<file path="src/rtl/swam_pkg.sv">
// Shared constants and types for the sliding window anagram match unit.
package swam_pkg;

    localparam int LETTER_W = 5;
    localparam int OP_W     = 2;

    localparam logic [OP_W-1:0] OP_CLEAR   = 2'd0;
    localparam logic [OP_W-1:0] OP_PATTERN = 2'd1;
    localparam logic [OP_W-1:0] OP_TEXT    = 2'd2;
    localparam logic [OP_W-1:0] OP_NOP     = 2'd3;

    localparam int MAX_PATTERN_DEF = 32;
    localparam int ALPHABET_DEF    = 26;
    localparam int OUTQ_DEPTH      = 4;

    typedef struct packed {
        logic window_match;
        logic found;
        logic pattern_full;
    } swam_result_t;

    // One item on its way from the front end to the histogram update
    typedef struct packed {
        logic                valid;
        logic                clear;
        logic                text;
        logic                pattern;
        logic                drop;
        logic [LETTER_W-1:0] letter;
        logic [LETTER_W-1:0] leave;
        logic                full_flag;
    } swam_stage_t;

endpackage

</file>
<file path="src/rtl/swam_if.sv">
// Handshake channels of the sliding window anagram match unit.
interface swam_in_if import swam_pkg::*; ();
    logic                valid;
    logic                ready;
    logic [OP_W-1:0]     op;
    logic [LETTER_W-1:0] letter;

    modport source (output valid, op, letter, input ready);
    modport sink   (input valid, op, letter, output ready);
endinterface

interface swam_out_if import swam_pkg::*; ();
    logic valid;
    logic ready;
    logic window_match;
    logic found;
    logic pattern_full;

    modport source (output valid, window_match, found, pattern_full, input ready);
    modport sink   (input valid, window_match, found, pattern_full, output ready);
endinterface

</file>
<file path="src/rtl/swam_ctrl.sv">
// Front end: op decode, pattern length, window fill, ring of recent text letters.
module swam_ctrl import swam_pkg::*; #(
    parameter int MAX_PATTERN = MAX_PATTERN_DEF,
    parameter int ALPHABET    = ALPHABET_DEF
) (
    input  logic                clk,
    input  logic                rst_n,
    input  logic                accept,
    input  logic [OP_W-1:0]     op,
    input  logic [LETTER_W-1:0] letter,
    output swam_stage_t         stage
);

    localparam int FW = $clog2(MAX_PATTERN + 1);
    localparam int RW = (MAX_PATTERN > 1) ? $clog2(MAX_PATTERN) : 1;
    localparam int DW = FW + 1;

    logic [FW-1:0] plen_reg, plen_next;
    logic [FW-1:0] fill_reg, fill_next;
    logic [RW-1:0] wp_reg, wp_next;
    logic          full_reg, full_next;
    logic          zero_reg;
    swam_stage_t   s1_reg, s1_next;

    logic                letter_ok;
    logic                ring_we;
    logic [DW-1:0]       ring_dist;
    logic [RW-1:0]       ring_raddr;
    logic [LETTER_W-1:0] ring_mem [MAX_PATTERN];
    logic [LETTER_W-1:0] ring_rd_reg;

    assign letter_ok = 32'(letter) < ALPHABET;

    // Decode the beat and advance the control state
    always_comb
    begin
        plen_next = plen_reg;
        fill_next = fill_reg;
        wp_next   = wp_reg;
        full_next = full_reg;
        ring_we   = 1'b0;
        s1_next   = '0;
        s1_next.valid  = accept;
        s1_next.letter = letter;
        s1_next.leave  = letter;
        if (accept)
        begin
            case (op)
                OP_CLEAR:
                begin
                    plen_next     = '0;
                    fill_next     = '0;
                    wp_next       = '0;
                    full_next     = 1'b0;
                    s1_next.clear = 1'b1;
                end
                OP_PATTERN:
                begin
                    if (letter_ok)
                    begin
                        if (plen_reg < FW'(MAX_PATTERN))
                        begin
                            plen_next       = plen_reg + FW'(1);
                            s1_next.pattern = 1'b1;
                        end
                        else
                        begin
                            full_next = 1'b1;
                        end
                    end
                end
                OP_TEXT:
                begin
                    if (letter_ok)
                    begin
                        s1_next.text = 1'b1;
                        ring_we      = 1'b1;
                        wp_next      = (wp_reg == RW'(MAX_PATTERN - 1)) ? '0 : wp_reg + RW'(1);
                        if (fill_reg == plen_reg)
                        begin
                            s1_next.drop = 1'b1;
                        end
                        else
                        begin
                            fill_next = fill_reg + FW'(1);
                        end
                    end
                end
                OP_NOP:
                begin
                end
                default:
                begin
                end
            endcase
        end
        s1_next.full_flag = full_next;
    end

    // Ring slot of the oldest letter in the window
    always_comb
    begin
        ring_dist = DW'(wp_reg) - DW'(fill_reg);
        if (ring_dist[DW-1])
        begin
            ring_raddr = RW'(ring_dist + DW'(MAX_PATTERN));
        end
        else
        begin
            ring_raddr = RW'(ring_dist);
        end
    end

    // Ring memory: read the leaving letter before this beat overwrites its slot
    always_ff @(posedge clk)
    begin
        if (ring_we)
        begin
            ring_mem[wp_reg] <= letter;
        end
        if (accept)
        begin
            ring_rd_reg <= ring_mem[ring_raddr];
        end
    end

    always_ff @(posedge clk or negedge rst_n)
    begin
        if (!rst_n)
        begin
            plen_reg <= '0;
            fill_reg <= '0;
            wp_reg   <= '0;
            full_reg <= 1'b0;
            zero_reg <= 1'b0;
            s1_reg   <= '0;
        end
        else
        begin
            plen_reg <= plen_next;
            fill_reg <= fill_next;
            wp_reg   <= wp_next;
            full_reg <= full_next;
            zero_reg <= (plen_reg == '0);
            s1_reg   <= s1_next;
        end
    end

    // With an empty pattern the new letter leaves at once
    always_comb
    begin
        stage = s1_reg;
        if (!zero_reg)
        begin
            stage.leave = ring_rd_reg;
        end
    end

    a_fill_bound: assert property (@(posedge clk) disable iff (!rst_n)
        fill_reg <= plen_reg && plen_reg <= FW'(MAX_PATTERN))
        else $error("window fill beyond pattern length");

endmodule

</file>
<file path="src/rtl/swam_hist.sv">
// Histogram difference memories with read-modify-write and mismatch counting.
module swam_hist import swam_pkg::*; #(
    parameter int MAX_PATTERN = MAX_PATTERN_DEF,
    parameter int ALPHABET    = ALPHABET_DEF
) (
    input  logic         clk,
    input  logic         rst_n,
    input  swam_stage_t  stage,
    output logic         res_valid,
    output swam_result_t res,
    output logic         busy
);

    localparam int AW = $clog2(ALPHABET);
    localparam int CW = $clog2(MAX_PATTERN + 2) + 1;
    localparam int NW = $clog2(ALPHABET + 1);

    // pin_mem counts text letters in minus pattern letters, out_mem letters dropped;
    // their difference mod 2^CW is window count minus pattern count
    logic [CW-1:0] pin_mem [ALPHABET];
    logic [CW-1:0] out_mem [ALPHABET];
    logic [CW-1:0] pin_a_reg, pin_b_reg, out_a_reg, out_b_reg;
    logic [ALPHABET-1:0] pin_vld_reg, out_vld_reg;

    logic          fwd_pin_v_reg, fwd_out_v_reg;
    logic [AW-1:0] fwd_pin_addr_reg, fwd_out_addr_reg;
    logic [CW-1:0] fwd_pin_data_reg, fwd_out_data_reg;

    swam_stage_t   s2_reg;
    logic [NW-1:0] nz_reg, nz_next;
    logic          found_reg, found_next;

    logic [AW-1:0] rd_a, rd_b, addr_a, addr_b;
    logic [CW-1:0] pin_a, pin_b, out_a, out_b;
    logic [CW-1:0] diff_a, diff_b, new_a, new_b;
    logic          pin_we, out_we, match;
    logic [CW-1:0] pin_wdata, out_wdata;

    assign rd_a   = AW'(stage.letter);
    assign rd_b   = AW'(stage.leave);
    assign addr_a = AW'(s2_reg.letter);
    assign addr_b = AW'(s2_reg.leave);

    // Synchronous memories, one write and two reads each
    always_ff @(posedge clk)
    begin
        if (pin_we)
        begin
            pin_mem[addr_a] <= pin_wdata;
        end
        if (out_we)
        begin
            out_mem[addr_b] <= out_wdata;
        end
        pin_a_reg <= pin_mem[rd_a];
        pin_b_reg <= pin_mem[rd_b];
        out_a_reg <= out_mem[rd_a];
        out_b_reg <= out_mem[rd_b];
    end

    // Forward last cycle's write, else the memory word, else the cleared value
    always_comb
    begin
        if (fwd_pin_v_reg && fwd_pin_addr_reg == addr_a)
            pin_a = fwd_pin_data_reg;
        else
            pin_a = pin_vld_reg[addr_a] ? pin_a_reg : '0;
        if (fwd_pin_v_reg && fwd_pin_addr_reg == addr_b)
            pin_b = fwd_pin_data_reg;
        else
            pin_b = pin_vld_reg[addr_b] ? pin_b_reg : '0;
        if (fwd_out_v_reg && fwd_out_addr_reg == addr_a)
            out_a = fwd_out_data_reg;
        else
            out_a = out_vld_reg[addr_a] ? out_a_reg : '0;
        if (fwd_out_v_reg && fwd_out_addr_reg == addr_b)
            out_b = fwd_out_data_reg;
        else
            out_b = out_vld_reg[addr_b] ? out_b_reg : '0;
    end

    assign diff_a = pin_a - out_a;
    assign diff_b = pin_b - out_b;

    // Modify the counts and track how many letters differ
    always_comb
    begin
        pin_we     = 1'b0;
        out_we     = 1'b0;
        pin_wdata  = pin_a;
        out_wdata  = out_b;
        new_a      = diff_a;
        new_b      = diff_b;
        nz_next    = nz_reg;
        found_next = found_reg;
        match      = 1'b0;
        if (s2_reg.valid)
        begin
            if (s2_reg.clear)
            begin
                nz_next    = '0;
                found_next = 1'b0;
            end
            else if (s2_reg.pattern)
            begin
                pin_we    = 1'b1;
                pin_wdata = pin_a - CW'(1);
                new_a     = diff_a - CW'(1);
                if (diff_a == '0 && new_a != '0)
                    nz_next = nz_next + NW'(1);
                if (diff_a != '0 && new_a == '0)
                    nz_next = nz_next - NW'(1);
            end
            else if (s2_reg.text)
            begin
                pin_we    = 1'b1;
                pin_wdata = pin_a + CW'(1);
                new_a     = diff_a + CW'(1);
                if (s2_reg.drop)
                begin
                    out_we    = 1'b1;
                    out_wdata = out_b + CW'(1);
                    new_b     = diff_b - CW'(1);
                end
                if (!(s2_reg.drop && addr_a == addr_b))
                begin
                    if (diff_a == '0 && new_a != '0)
                        nz_next = nz_next + NW'(1);
                    if (diff_a != '0 && new_a == '0)
                        nz_next = nz_next - NW'(1);
                    if (s2_reg.drop)
                    begin
                        if (diff_b == '0 && new_b != '0)
                            nz_next = nz_next + NW'(1);
                        if (diff_b != '0 && new_b == '0)
                            nz_next = nz_next - NW'(1);
                    end
                end
                match = (nz_next == '0);
                if (match)
                    found_next = 1'b1;
            end
        end
    end

    always_ff @(posedge clk or negedge rst_n)
    begin
        if (!rst_n)
        begin
            s2_reg           <= '0;
            nz_reg           <= '0;
            found_reg        <= 1'b0;
            pin_vld_reg      <= '0;
            out_vld_reg      <= '0;
            fwd_pin_v_reg    <= 1'b0;
            fwd_out_v_reg    <= 1'b0;
            fwd_pin_addr_reg <= '0;
            fwd_out_addr_reg <= '0;
            fwd_pin_data_reg <= '0;
            fwd_out_data_reg <= '0;
        end
        else
        begin
            s2_reg        <= stage;
            nz_reg        <= nz_next;
            found_reg     <= found_next;
            fwd_pin_v_reg <= pin_we;
            fwd_out_v_reg <= out_we;
            if (pin_we)
            begin
                fwd_pin_addr_reg <= addr_a;
                fwd_pin_data_reg <= pin_wdata;
            end
            if (out_we)
            begin
                fwd_out_addr_reg <= addr_b;
                fwd_out_data_reg <= out_wdata;
            end
            // Drop every stored count at once on clear
            if (s2_reg.valid && s2_reg.clear)
            begin
                pin_vld_reg <= '0;
                out_vld_reg <= '0;
            end
            else
            begin
                if (pin_we)
                    pin_vld_reg[addr_a] <= 1'b1;
                if (out_we)
                    out_vld_reg[addr_b] <= 1'b1;
            end
        end
    end

    assign res_valid        = s2_reg.valid;
    assign res.window_match = match;
    assign res.found        = found_next;
    assign res.pattern_full = s2_reg.full_flag;
    assign busy             = s2_reg.valid;

    a_nz_bound: assert property (@(posedge clk) disable iff (!rst_n)
        32'(nz_reg) <= ALPHABET)
        else $error("mismatch count beyond alphabet size");

    a_clear_done: assert property (@(posedge clk) disable iff (!rst_n)
        s2_reg.valid && s2_reg.clear |=> nz_reg == '0 && !found_reg)
        else $error("clear left histogram state behind");

    a_found_sticky: assert property (@(posedge clk) disable iff (!rst_n)
        found_reg && !(s2_reg.valid && s2_reg.clear) |=> found_reg)
        else $error("found flag dropped without clear");

endmodule

</file>
<file path="src/rtl/swam_outq.sv">
// Result queue that parts the pipeline from the output handshake.
module swam_outq import swam_pkg::*; #(
    parameter int DEPTH = OUTQ_DEPTH
) (
    input  logic                       clk,
    input  logic                       rst_n,
    input  logic                       push,
    input  swam_result_t               din,
    swam_out_if.source                 result,
    output logic [$clog2(DEPTH+1)-1:0] level
);

    localparam int PW = (DEPTH > 1) ? $clog2(DEPTH) : 1;
    localparam int LW = $clog2(DEPTH + 1);

    swam_result_t  q_mem [DEPTH];
    logic [PW-1:0] wr_reg, rd_reg;
    logic [LW-1:0] level_reg, level_next;
    logic          pop;
    swam_result_t  head;

    assign pop  = result.valid && result.ready;
    assign head = q_mem[rd_reg];

    always_comb
    begin
        level_next = level_reg;
        if (push && !pop)
            level_next = level_reg + LW'(1);
        else if (pop && !push)
            level_next = level_reg - LW'(1);
    end

    // Store the beat at the tail
    always_ff @(posedge clk)
    begin
        if (push)
            q_mem[wr_reg] <= din;
    end

    always_ff @(posedge clk or negedge rst_n)
    begin
        if (!rst_n)
        begin
            wr_reg    <= '0;
            rd_reg    <= '0;
            level_reg <= '0;
        end
        else
        begin
            level_reg <= level_next;
            if (push)
                wr_reg <= (wr_reg == PW'(DEPTH - 1)) ? '0 : wr_reg + PW'(1);
            if (pop)
                rd_reg <= (rd_reg == PW'(DEPTH - 1)) ? '0 : rd_reg + PW'(1);
        end
    end

    assign result.valid        = (level_reg != '0);
    assign result.window_match = head.window_match;
    assign result.found        = head.found;
    assign result.pattern_full = head.pattern_full;
    assign level               = level_reg;

endmodule

</file>
<file path="src/rtl/sliding_window_anagram_match_unit.sv">
// Top level of the sliding window anagram match unit.
//
// Usage: beats on item carry op and letter. Op clear drops pattern, window and
// flags; op pattern adds a letter to the pattern (refused with pattern_full once
// MAX_PATTERN letters are held); op text shifts a letter into the window. Every
// accepted beat gives exactly one beat on result: window_match, the sticky found
// flag and the sticky pattern_full flag. Letters at or above ALPHABET are ignored.
// A result passes the front end register, the histogram register and the queue.
// Throughput: one item per cycle while item.ready is high. Each text letter
// costs one read-modify-write of two histogram memories (two read ports, one
// write port each) and one read of the letter ring; a running count of differing
// letters stands in for the full histogram compare, with last-write forwarding
// covering back-to-back letters.
// Reset: all counts read as zero through per-entry valid bits, so the block takes
// items as soon as reset is released, with no clearing pass.
// Stall: results wait in a four-entry queue; item.ready drops when the queue and
// the items in flight fill it, and rises again as results are taken.
module sliding_window_anagram_match_unit import swam_pkg::*; #(
    parameter int MAX_PATTERN = MAX_PATTERN_DEF,
    parameter int ALPHABET    = ALPHABET_DEF
) (
    input  logic       clk,
    input  logic       rst_n,
    swam_in_if.sink    item,
    swam_out_if.source result
);

    localparam int LW = $clog2(OUTQ_DEPTH + 1);
    localparam int SW = LW + 1;

    logic          accept;
    swam_stage_t   stage;
    logic          res_valid;
    swam_result_t  res;
    logic          busy;
    logic [LW-1:0] level;
    logic [SW-1:0] used;

    // Credit: queue entries plus beats still in the pipeline
    assign used       = SW'(level) + SW'(stage.valid) + SW'(busy);
    assign item.ready = (used < SW'(OUTQ_DEPTH));
    assign accept     = item.valid && item.ready;

    swam_ctrl #(
        .MAX_PATTERN (MAX_PATTERN),
        .ALPHABET    (ALPHABET)
    ) u_ctrl (
        .clk    (clk),
        .rst_n  (rst_n),
        .accept (accept),
        .op     (item.op),
        .letter (item.letter),
        .stage  (stage)
    );

    swam_hist #(
        .MAX_PATTERN (MAX_PATTERN),
        .ALPHABET    (ALPHABET)
    ) u_hist (
        .clk       (clk),
        .rst_n     (rst_n),
        .stage     (stage),
        .res_valid (res_valid),
        .res       (res),
        .busy      (busy)
    );

    swam_outq #(
        .DEPTH (OUTQ_DEPTH)
    ) u_outq (
        .clk    (clk),
        .rst_n  (rst_n),
        .push   (res_valid),
        .din    (res),
        .result (result),
        .level  (level)
    );

    a_credit: assert property (@(posedge clk) disable iff (!rst_n)
        used <= SW'(OUTQ_DEPTH))
        else $error("result queue overcommitted");

endmodule
</file>
<file path="src/flat_wrapper.sv">
// flat-port wrapper written by rule: the top's interface ports become plain ports
module sliding_window_anagram_match_unit_flat import swam_pkg::*;
#(
    parameter int MAX_PATTERN = MAX_PATTERN_DEF,
    parameter int ALPHABET    = ALPHABET_DEF
)
  (clk, rst_n, item_valid, item_op, item_letter, item_ready, result_valid, result_window_match, result_found, result_pattern_full, result_ready);
  swam_in_if item_i ();
  swam_out_if result_i ();
  input  logic clk;
  input  logic rst_n;
  input wire logic [$bits(item_i.valid)-1:0] item_valid;
  input wire logic [$bits(item_i.op)-1:0] item_op;
  input wire logic [$bits(item_i.letter)-1:0] item_letter;
  output wire logic [$bits(item_i.ready)-1:0] item_ready;
  output wire logic [$bits(result_i.valid)-1:0] result_valid;
  output wire logic [$bits(result_i.window_match)-1:0] result_window_match;
  output wire logic [$bits(result_i.found)-1:0] result_found;
  output wire logic [$bits(result_i.pattern_full)-1:0] result_pattern_full;
  input wire logic [$bits(result_i.ready)-1:0] result_ready;
  assign item_i.valid = item_valid;
  assign item_i.op = item_op;
  assign item_i.letter = item_letter;
  assign item_ready = item_i.ready;
  assign result_valid = result_i.valid;
  assign result_window_match = result_i.window_match;
  assign result_found = result_i.found;
  assign result_pattern_full = result_i.pattern_full;
  assign result_i.ready = result_ready;
  sliding_window_anagram_match_unit #(.MAX_PATTERN(MAX_PATTERN), .ALPHABET(ALPHABET)) u_core (.clk(clk), .rst_n(rst_n), .item(item_i), .result(result_i));
endmodule
</file>
<file path="config.mk">
export PLATFORM = sky130hd
export DESIGN_NAME = sliding_window_anagram_match_unit_flat
export DESIGN_NICKNAME = d
export VERILOG_FILES = /design/src/rtl/swam_pkg.sv /design/src/rtl/swam_if.sv /design/src/rtl/swam_ctrl.sv /design/src/rtl/swam_hist.sv /design/src/rtl/swam_outq.sv /design/src/rtl/sliding_window_anagram_match_unit.sv /design/src/flat_wrapper.sv
export SDC_FILE = /design/constraint.sdc
export NUM_CORES = 1
export LEC_CHECK = 0
export BUFFER_PORTS_ARGS = -buffer_cell sky130_fd_sc_hd__buf_2
export CAP_MARGIN = 25
export CORE_MARGIN = 5
export CORE_UTILIZATION = 55
export DETAILED_ROUTE_END_ITERATION = 16
export PLACE_DENSITY_LB_ADDON = 0.05
export SLEW_MARGIN = 10
export SYNTH_ARGS = -nofsm -noshare
export SYNTH_HDL_FRONTEND = slang
export SYNTH_SLANG_ARGS = --single-unit
</file>
<file path="constraint.sdc">
create_clock -name clk -period 15.89 [get_ports clk]
set_input_delay 1.589 -clock clk [delete_from_list [all_inputs] [get_ports clk]]
set_output_delay 1.589 -clock clk [all_outputs]
set_load 0.005 [all_outputs]
</file>
==> results of run 1 <==
==> cell usage after synthesis, types with 11 or more instances <==
cell and number:
a21oi_1 79, dfxtp_1 28, nor2_1 243, edfxtp_1 541, nand2_1 512, or3_1 17, mux4_2 160, a311oi_1 47
nand3_1 120, a311o_1 14, a22oi_1 14, o311ai_0 16, nor2b_1 23, buf_2 14, xor2_1 40, o21ai_0 55
clkbuf_1 114, ha_1 41, buf_1 37, dfrtp_1 136, mux2_2 29, mux2i_1 52, xnor2_1 38, and3_1 52
nor3_1 27, inv_1 48, a21o_1 11, and2_1 14, a211oi_1 23
==> where the power goes <==
| group | switching (mW) | internal (mW) | total [mW] | leakage [nW] |
|---|---|---|---|---|
| logic | 1.46 | 0.918 | 2.38 | 5.50 |
| clock network | 0.741 | 1.05 | 1.79 | 1.25 |
| registers | 0.136 | 2.13 | 2.27 | 7.10 |
==> final timing paths <==
| kind | endpoint | cells past startpoint | slack (ns) |
|---|---|---|---|
| setup / recovery | u_core.u_outq.q_mem[1][1] | 31 | 7.72 |
| hold / removal | u_core.u_hist.s2_reg[11] | 0 | 0.35 |
| setup reg to reg | u_core.u_outq.q_mem[1][1] | 31 | 7.72 |
| hold reg to reg | u_core.u_hist.s2_reg[11] | 0 | 0.35 |
| max in group asynchronous | u_core.u_ctrl.s1_reg[1] | 2 | 13.53 |
| min in group asynchronous | u_core.u_outq.level[2] | 1 | 1.00 |
==> metal layers <==
layer / vias to the layer above / routed length [µm] / GRT usage
met2: 1009 / 43630 / 0.4351
met4: 0 / 2793 / 0.08618
li1: 9952 / - / -
met1: 11340 / 38660 / 0.4021
met5: - / 0 / 0
met3: 161 / 6923 / 0.04321
==> logic make-up (layout without fill, tap and decap cells) <==
family / Yosys count / in the layout
simple gates: 1071 / 1071
mux: 243 / 243
flops: 705 / 705
fa+ha+maj: 45 / 45
compound gates: 322 / 322
xor+xnor: 80 / 80
other cells: 0 / 1
buf+inv: 218 / 266
==> metrics by stage <==
stage | power, mW | hold slack [ns]
floorplan | 3.865 | 0.3312
global placement | 4.593 | 0.3341
detailed placement | 4.650 | 0.3364
CTS | 6.444 | 0.3500
global route | 6.742 | 0.3553
finish | 6.432 | 0.3484
==> worst max-delay path: cells and delay by family, from the launching register on <==
kind                       cells  cell delay, ns
AOI/OAI and AO/OA             12            2.76
xor gates and xnor gates       1            0.11
adders and majority gates      5            1.48
buffers and inverters          4            0.60
DFF                            1            0.76
muxes                          2            0.49
and+or+nand+nor                7            1.74
==> cell type report <==
cell class,instances,area share
diodes,1,0.00006675
clock buffers,102,0.05777
clock inverters,38,0.01031
inverters,49,0.005040
multi-input cells,1761,0.3450
flip-flops and latches,705,0.5393
well taps,790,0.02637
repair buffers,77,0.01612
==> impl_metrics.py, run 1 <==
metrics = {
    "pwr": {
        "ir_drop_mv": 0.2241,
        "p_per_area_mw_per_mm2": 171.6,
        "p_leak_nw": 13.85,
    },
    "sta": {
        "finalHoldViolations": 0,
        "skew_ns": 0.01753,
        "fmaxAchievable_mhz": 122.5,
        "slew_viol_final": 0,
        "max_slew_margin": 0.2470,
        "period_minus_slack_ns": 8.166,
        "tns_ns": 0,
        "rsz0062_at_grt": "no",
        "finalSetupViolCount": 0,
        "fin_ws_ns": 7.724,
        "worst_slew_pin_slew_ns": 1.125,
        "fin_crit_sh": 0.5139,
    },
    "logic_synthesis": {
        "synth_compound_area_frac": 0.06666,
        "syn_avg_cell_area_um2": 12.61,
        "ys_dominant_reg_cell": "edfxtp_1",
        "synthMuxAreaShare": 0.1331,
        "synth_top_family_by_area": "simple AND/OR/NAND/NOR gates",
        "ys_ff_latch": 705,
        "async_flop_share": 0.1929,
        "synth_edf_count": 541,
        "syn_area_mm2": 0.03384,
        "postSynthCellCount": 2684,
        "yosysWarnings": 0,
        "synthSimpleGateAreaFrac": 0.1388,
        "yosysTopAreaCell": "edfxtp_1",
        "yosys.area_share.xor_xnor": 0.02137,
        "synthAdderAreaFrac": 0.01752,
        "synth_cell_types": 83,
        "yosysSeqAreaShare": 0.5971,
        "ys_top_cells_by_area": "edfxtp_1, mux4_2, dfrtp_1",
        "synth_top_cell_area_share": 0.4800,
        "synth_nets": 2740,
    },
    "global_routing": {
        "grt_pass1_wl_um": 139700,
        "grt_usage": 0.2759,
        "antenna_found_initial": 1,
        "grt_max_degree": 141,
        "grt_overflow": 0,
        "grt_pass1_vias": 22330,
    },
    "floorplanning": {
        "row_count": 91,
        "pin_count": 16,
        "die_width_um": 258.1,
        "initial_core_util": 0.5515,
        "die_y_um": 258.1,
        "core_mm2": 0.06137,
        "dieArea_mm2": 0.06660,
    },
    "layout": {
        "final_layout_size_suffix_gt1_frac": 0.1545,
        "final_cell_mix": "edfxtp_1, nand2_1, nor2_1",
        "syn_to_final_growth_pct": 10.77,
        "reg_top3": "u_core.u_hist.out_mem (182), u_core.u_hist.pin_mem (182), u_core.u_ctrl.ring_mem (160)",
        "nets": 2726,
        "fin_cells": 3523,
        "nFillCells": 4796,
        "final_common_cell": "edfxtp_1",
        "seq_area_mm2": 0.02022,
        "fin_area_mm2": 0.03749,
        "fin_util": 0.6109,
        "multi_input_area_mm2": 0.01293,
    },
    "critical_path": {
        "cp_max_fo": 16,
        "required_ns": 16.31,
        "arrival_ns": 8.59,
        "r2r-start": "u_core.u_hist.addr_a[0]",
        "crit_path_end_kind": "flop",
        "start_kind": "flop",
        "cp_slowest_cell": "dfrtp_1",
        "crit_start": "u_core.u_hist.addr_a[0]",
        "slowest_delay_ns": 0.76,
        "worstSetupPathType": "flop to flop",
        "cp_common_cell": "a21oi_1",
    },
    "placement": {
        "port_buffers": 15,
        "dp_slack_ns": 7.825,
        "place_hpwl_um": 58960,
        "gp_congestion": 0.9376,
        "dp.cells": 3376,
        "place_area_mm2": 0.03488,
    },
    "cts": {
        "ctsHoldBuffers": 0,
        "clkTransAtPathRegs_ns": 0.06,
        "clock-sinks": 705,
        "ctsHtreeMaxLevel": 3,
        "clockBufferDepth": 3,
        "clk_latency_ns": 0.63,
        "numCtsBuffers": 76,
        "clockRootBuffer": "clkbuf_16",
        "post_cts_buffers": 0,
        "cts_resized": 0,
        "cts_tree": "yes",
    },
    "route": {
        "drt_pass1_iterations": 5,
        "ant_nets": 0,
        "detail_route.wl_per_cell_um": 26.12,
        "via_per_inst": 6.375,
        "vias": 22460,
        "drt-initial-drc-count": 2300,
        "wl_um": 92010,
        "drc": 0,
    },
    "status": {
        "status": "complete, no violations",
    },
    "min_path": {
        "hold_path.startpoint": "u_core.u_ctrl.stage[11]",
        "min_path_type": "flop to flop",
    },
    "job": {
        "cap_violations": 0,
    },
}
No activity file was read; power rests on OpenSTA's default activity.
==> run 2, diff against run 1 <==
==> constraint.sdc (replaced) <==
create_clock -name clk -period 7.2 [get_ports clk]
set_input_delay 0.72 -clock clk [delete_from_list [all_inputs] [get_ports clk]]
set_output_delay 0.72 -clock clk [all_outputs]
set_load 0.005 [all_outputs]
==> run 2 against run 1 <==
Routed wire length barely moved; flip-flop and latch count did not move; combinational power rose by 120%; register-to-register slack got worse by 7.3 ns; highest routed layer unchanged; hold slack got worse by 0.21 ns; clock power rose by 110%; global-route usage fell by 0.11 points; largest cell class unchanged; core utilization rose by 0.46 points; power rose by 120%; setup slack got worse by 7.3 ns; maximum frequency rose by 20%; critical path depth fell by 1.
==> impl_metrics.py, run 2 (same netlist as run 1, synthesis figures left out) <==
metrics = {
    "critical_path": {
        "reg2reg_slack_ns": 0.40,
        "start_kind": "flop",
        "cp_common_cell": "ha_1",
        "cp_slowest_cell": "mux4_2",
        "required_ns": 7.64,
        "cpLargestDelayFamily": "compound AO/OA/AOI/OAI gates",
        "slowest_delay_ns": 0.53,
        "crit_path_end_kind": "flop",
        "cp_max_fo": 6,
        "arrival_ns": 7.24,
        "worstSetupPathType": "flop to flop",
        "path_buf_inv": 2,
    },
    "sta": {
        "max_slew_margin": 0.2216,
        "finalSetupViolCount": 0,
        "slew_viol_final": 0,
        "skew_ns": 0.02083,
        "fmaxAchievable_mhz": 147.0,
        "worst_slew_pin_slew_ns": 1.168,
        "whs_ns": 0.1356,
        "tns_ns": 0,
        "period_minus_slack_ns": 6.804,
        "finalHoldViolations": 0,
        "fin_crit_sh": 0.9450,
    },
    "placement": {
        "place_area_mm2": 0.03516,
        "place_hpwl_um": 59170,
        "gp_congestion": 0.9114,
        "port_buffers": 15,
    },
    "cts": {
        "clockBufferDepth": 3,
        "ctsHoldBuffers": 0,
        "cts_tree": "yes",
        "clk_latency_ns": 0.62,
        "clkTransAtPathRegs_ns": 0.06,
        "clock-sinks": 705,
        "numCtsBuffers": 74,
        "ctsHtreeMaxLevel": 3,
        "clockRootBuffer": "clkbuf_16",
    },
    "pwr": {
        "p_per_area_mw_per_mm2": 370.4,
        "ir_drop_mv": 0.4160,
        "p_total_mw": 13.99,
        "p_leak_nw": 14.01,
    },
    "layout": {
        "reg_top3": "u_core.u_hist.out_mem (182), u_core.u_hist.pin_mem (182), u_core.u_ctrl.ring_mem (160)",
        "seq_area_mm2": 0.02022,
        "fin_util": 0.6155,
        "nets": 2762,
        "final_common_cell": "edfxtp_1",
        "final_layout_size_suffix_gt1_frac": 0.1687,
        "nFillCells": 4715,
        "fin_area_mm2": 0.03777,
        "final_cell_mix": "edfxtp_1, nand2_1, nor2_1",
        "syn_to_final_growth_pct": 11.61,
        "multi_input_area_mm2": 0.01298,
    },
    "floorplanning": {
        "pin_count": 16,
        "die_y_um": 258.1,
        "dieArea_mm2": 0.06660,
        "row_count": 91,
        "initial_core_util": 0.5515,
        "core_mm2": 0.06137,
        "die_width_um": 258.1,
    },
    "status": {
        "status": "complete, no violations",
    },
    "route": {
        "drc": 0,
        "wl_um": 92050,
        "drt_pass1_iterations": 7,
        "ant_nets": 0,
        "via_per_inst": 6.364,
        "drt-initial-drc-count": 2630,
        "vias": 22620,
        "detail_route.wl_per_cell_um": 25.90,
    },
    "global_routing": {
        "grt_pass1_wl_um": 139700,
        "grt_usage": 0.2748,
        "antenna_found_initial": 3,
        "grt_max_degree": 139,
        "grt_overflow": 0,
        "grt_pass1_vias": 22540,
    },
    "job": {
        "cap_violations": 0,
    },
    "min_path": {
        "min_path_type": "input pin to asynchronous set/reset pin",
    },
}
[run 2: changes by cell type in the layout (fill, tap and decap cells not counted), moves of 3 or more]
cell	before	now
dfrtp_2	2	6
dfrtp_1	132	128
inv_6	4	1
buf_4	52	83
clkinv_8	1	6
buf_12	3	6
[run 2: worst paths after layout]
kind,startpoint,end,cells after the start
worst max register to register,u_core.u_hist.addr_a[0],u_core.u_outq.q_mem[2][1],30
worst max-delay path,u_core.u_hist.addr_a[0],u_core.u_outq.q_mem[2][1],30
worst min-delay path,rst_n,u_core.u_outq.level[0],1
min in group clk,u_core.u_ctrl.stage[14],u_core.u_hist.s2_reg[14],0
max in group asynchronous,rst_n,u_core.u_ctrl.s1_reg[2],2
worst min register to register,u_core.u_ctrl.stage[14],u_core.u_hist.s2_reg[14],0
[run 2: power breakdown]
part | internal [mW] | switching, mW
clock network | 2.18 | 1.59
logic | 2.05 | 3.17
registers | 4.70 | 0.303
total | 8.93 | 5.06
[run 2: per-layer routing]
metal | vias up | GRT usage | part of all wire
met1 | 11380 | 0.4001 | 0.42
met5 | - | 0 | 0
met2 | 1027 | 0.4306 | 0.47
met4 | 0 | 0.09285 | 0.030
li1 | 10040 | - | -
met3 | 162 | 0.04292 | 0.078
[run 2: through the flow]
stage / std cells / setup WS [ns]
after floorplan: 2684 / 0.3851
after global placement: 3395 / 0.2483
after detailed placement: 3407 / 0.1218
after CTS: 3539 / 0.06430
after global routing: 3552 / -0.009705
final: 3554 / 0.3963
[run 2: area by class of cell]
class                           instances  area share
Sequential cell                       705      0.5354
Inverter                               49    0.005002
Multi-Input combinational cell       1761      0.3437
Timing Repair Buffer                  115     0.02541
Tap cell                              790     0.02617
Clock inverter                         34    0.009441
Antenna cell                            2   0.0001325
Clock buffer                           98     0.05472
[run 2: repair_timing]
action	in CTS	in global routing
setup buffers	0	2
resized for setup	0	16
setup endpoints to repair	0	12
==> run 3, diff against run 2 <==
--- a/config.mk
+++ b/config.mk
@@ -7,9 +7,12 @@
 export LEC_CHECK = 0
 export BUFFER_PORTS_ARGS = -buffer_cell sky130_fd_sc_hd__buf_2
 export CAP_MARGIN = 25
+export CELL_PAD_IN_SITES_DETAIL_PLACEMENT = 1
+export CELL_PAD_IN_SITES_GLOBAL_PLACEMENT = 1
 export CORE_MARGIN = 5
-export CORE_UTILIZATION = 55
+export CORE_UTILIZATION = 48
 export DETAILED_ROUTE_END_ITERATION = 16
+export GPL_ROUTABILITY_DRIVEN = 0
 export PLACE_DENSITY_LB_ADDON = 0.05
 export SLEW_MARGIN = 10
 export SYNTH_ARGS = -nofsm -noshare
==> run 3 against run 2 <==
Global-route usage shrank 0.66 points; via count grew 1.2%; clock skew grew 0.015 ns; core utilization shrank 7.1 points; cell count grew 4.7%; register-to-register slack lost 0.06 ns; critical path depth grew 1; clock-buffer cell count grew 16; highest routed layer unchanged.
==> impl_metrics.py, run 3 (same netlist as run 1, synthesis figures left out) <==
metrics = {
    "cts": {
        "ctsHtreeMaxLevel": 3,
        "clock-sinks": 705,
        "clk_latency_ns": 0.65,
        "clockBufferDepth": 3,
        "cts_tree": "yes",
        "clkTransAtPathRegs_ns": 0.06,
        "clockRootBuffer": "clkbuf_16",
        "numCtsBuffers": 78,
    },
    "global_routing": {
        "grt_pass1_vias": 24330,
        "grt_max_degree": 108,
        "antenna_found_initial": 3,
        "grt_usage": 0.2681,
        "grt_pass1_wl_um": 153000,
        "grt_overflow": 0,
    },
    "critical_path": {
        "required_ns": 7.65,
        "start_kind": "flop",
        "arrival_ns": 7.31,
        "crit_path_end_kind": "flop",
        "slowest_delay_ns": 0.54,
        "worstSetupPathType": "flop to flop",
        "cp_common_cell": "ha_1",
        "cp_max_fo": 5,
        "cp_slowest_cell": "mux4_2",
    },
    "min_path": {
        "min_path_type": "input pin to asynchronous set/reset pin",
    },
    "layout": {
        "syn_to_final_growth_pct": 12.67,
        "reg_top3": "u_core.u_hist.out_mem (182), u_core.u_hist.pin_mem (182), u_core.u_ctrl.ring_mem (160)",
        "final_layout_size_suffix_gt1_frac": 0.1734,
        "nets": 2773,
        "final_common_cell": "edfxtp_1",
        "fin_cells": 3721,
        "final_cell_mix": "edfxtp_1, nand2_1, nor2_1",
    },
    "route": {
        "wl_um": 101400,
        "drt_pass1_iterations": 5,
        "drt-initial-drc-count": 2212,
        "drc": 0,
        "vias": 22900,
        "ant_nets": 0,
        "detail_route.wl_per_cell_um": 27.26,
        "via_per_inst": 6.153,
    },
    "sta": {
        "fin_crit_sh": 0.9530,
        "worst_slew_pin_slew_ns": 1.122,
        "period_minus_slack_ns": 6.861,
        "fin_ws_ns": 0.3387,
        "rsz0062_at_grt": "no",
        "slew_viol_final": 0,
        "max_slew_margin": 0.2489,
        "finalSetupViolCount": 0,
        "fmaxAchievable_mhz": 145.7,
        "skew_ns": 0.03546,
        "tns_ns": 0,
        "finalHoldViolations": 0,
        "whs_ns": 0.08563,
    },
    "pwr": {
        "p_leak_nw": 14.08,
        "ir_drop_mv": 0.3476,
        "p_total_mw": 14.30,
        "p_per_area_mw_per_mm2": 375.1,
    },
    "floorplanning": {
        "core_mm2": 0.07003,
        "die_width_um": 275.5,
        "row_count": 97,
        "die_y_um": 275.5,
        "initial_core_util": 0.4833,
        "dieArea_mm2": 0.07592,
        "pin_count": 16,
    },
    "status": {
        "status": "complete, no violations",
    },
    "placement": {
        "dp.cells": 3561,
        "place_hpwl_um": 66290,
        "port_buffers": 15,
        "dp_slack_ns": 0.1147,
    },
    "job": {
        "cap_violations": 0,
    },
}
[run 3: layout make-up]
class / instances / area (µm²)
diodes: 1 / 2.502
clock buffers: 114 / 2188
clock inverters: 29 / 274.0
fillers: 7016 / 31900
inverters: 49 / 188.9
multi-input cells: 1761 / 13030
flip-flops and latches: 705 / 20230
well taps: 940 / 1176
repair buffers: 122 / 1047
[run 3: per-stage QoR]
step | instance area (µm²) | utilization
after floorplan | 33840 | -
after detailed placement | 35420 | 0.5057
after global routing | 38130 | 0.5445
after global placement | 35230 | 0.5031
after CTS | 37880 | 0.5409
final | 38130 | 0.5445
[run 3: worst paths after layout]
| path | from | to | slack (ns) | cells past startpoint |
|---|---|---|---|---|
| setup / recovery | u_core.u_hist.addr_a[0] | u_core.u_outq.q_mem[0][1] | 0.34 | 31 |
| hold / removal | rst_n | u_core.u_hist.pin_vld_reg[14] | 0.09 | 1 |
| setup reg to reg | u_core.u_hist.addr_a[0] | u_core.u_outq.q_mem[0][1] | 0.34 | 31 |
| hold reg to reg | u_core.u_ctrl.stage[12] | u_core.u_hist.s2_reg[12] | 0.35 | 0 |
| max in group asynchronous | rst_n | u_core.u_hist.addr_b[0] | 5.87 | 3 |
| min in group clk | u_core.u_ctrl.stage[12] | u_core.u_hist.s2_reg[12] | 0.35 | 0 |
[run 3: what timing repair did]
item	CTS	global route
hold endpoints to repair	0	0
buffers inserted	0	9
endpoints found under the setup margin	0	12
hold buffers	0	0
resized for setup	0	23
[run 3: routing by layer]
metal	wire, µm	up-vias	track usage	part of all wire
met5	0	-	0	0
li1	-	10060	-	-
met1	44530	12020	0.3757	0.44
met4	3029	0	0.08348	0.030
met3	5214	165	0.04538	0.051
met2	48670	646	0.4337	0.48
[run 3: report_power, final]
group	total [mW]	leakage [nW]	switching [mW]	internal, mW
Combinational	5.44	5.78	3.35	2.09
Clock	3.85	1.20	1.68	2.17
Sequential	5.01	7.10	0.313	4.70
[run 3: critical path, delay by kind of cell, from the launching register on]
family                     cells  cell delay [ns]
muxes                          1             0.54
AOI/OAI and AO/OA             13             2.46
and+or+nand+nor                8             1.44
xor gates and xnor gates       2             0.32
buffers and inverters          2             0.12
DFF                            1             0.43
adders and majority gates      5             1.32
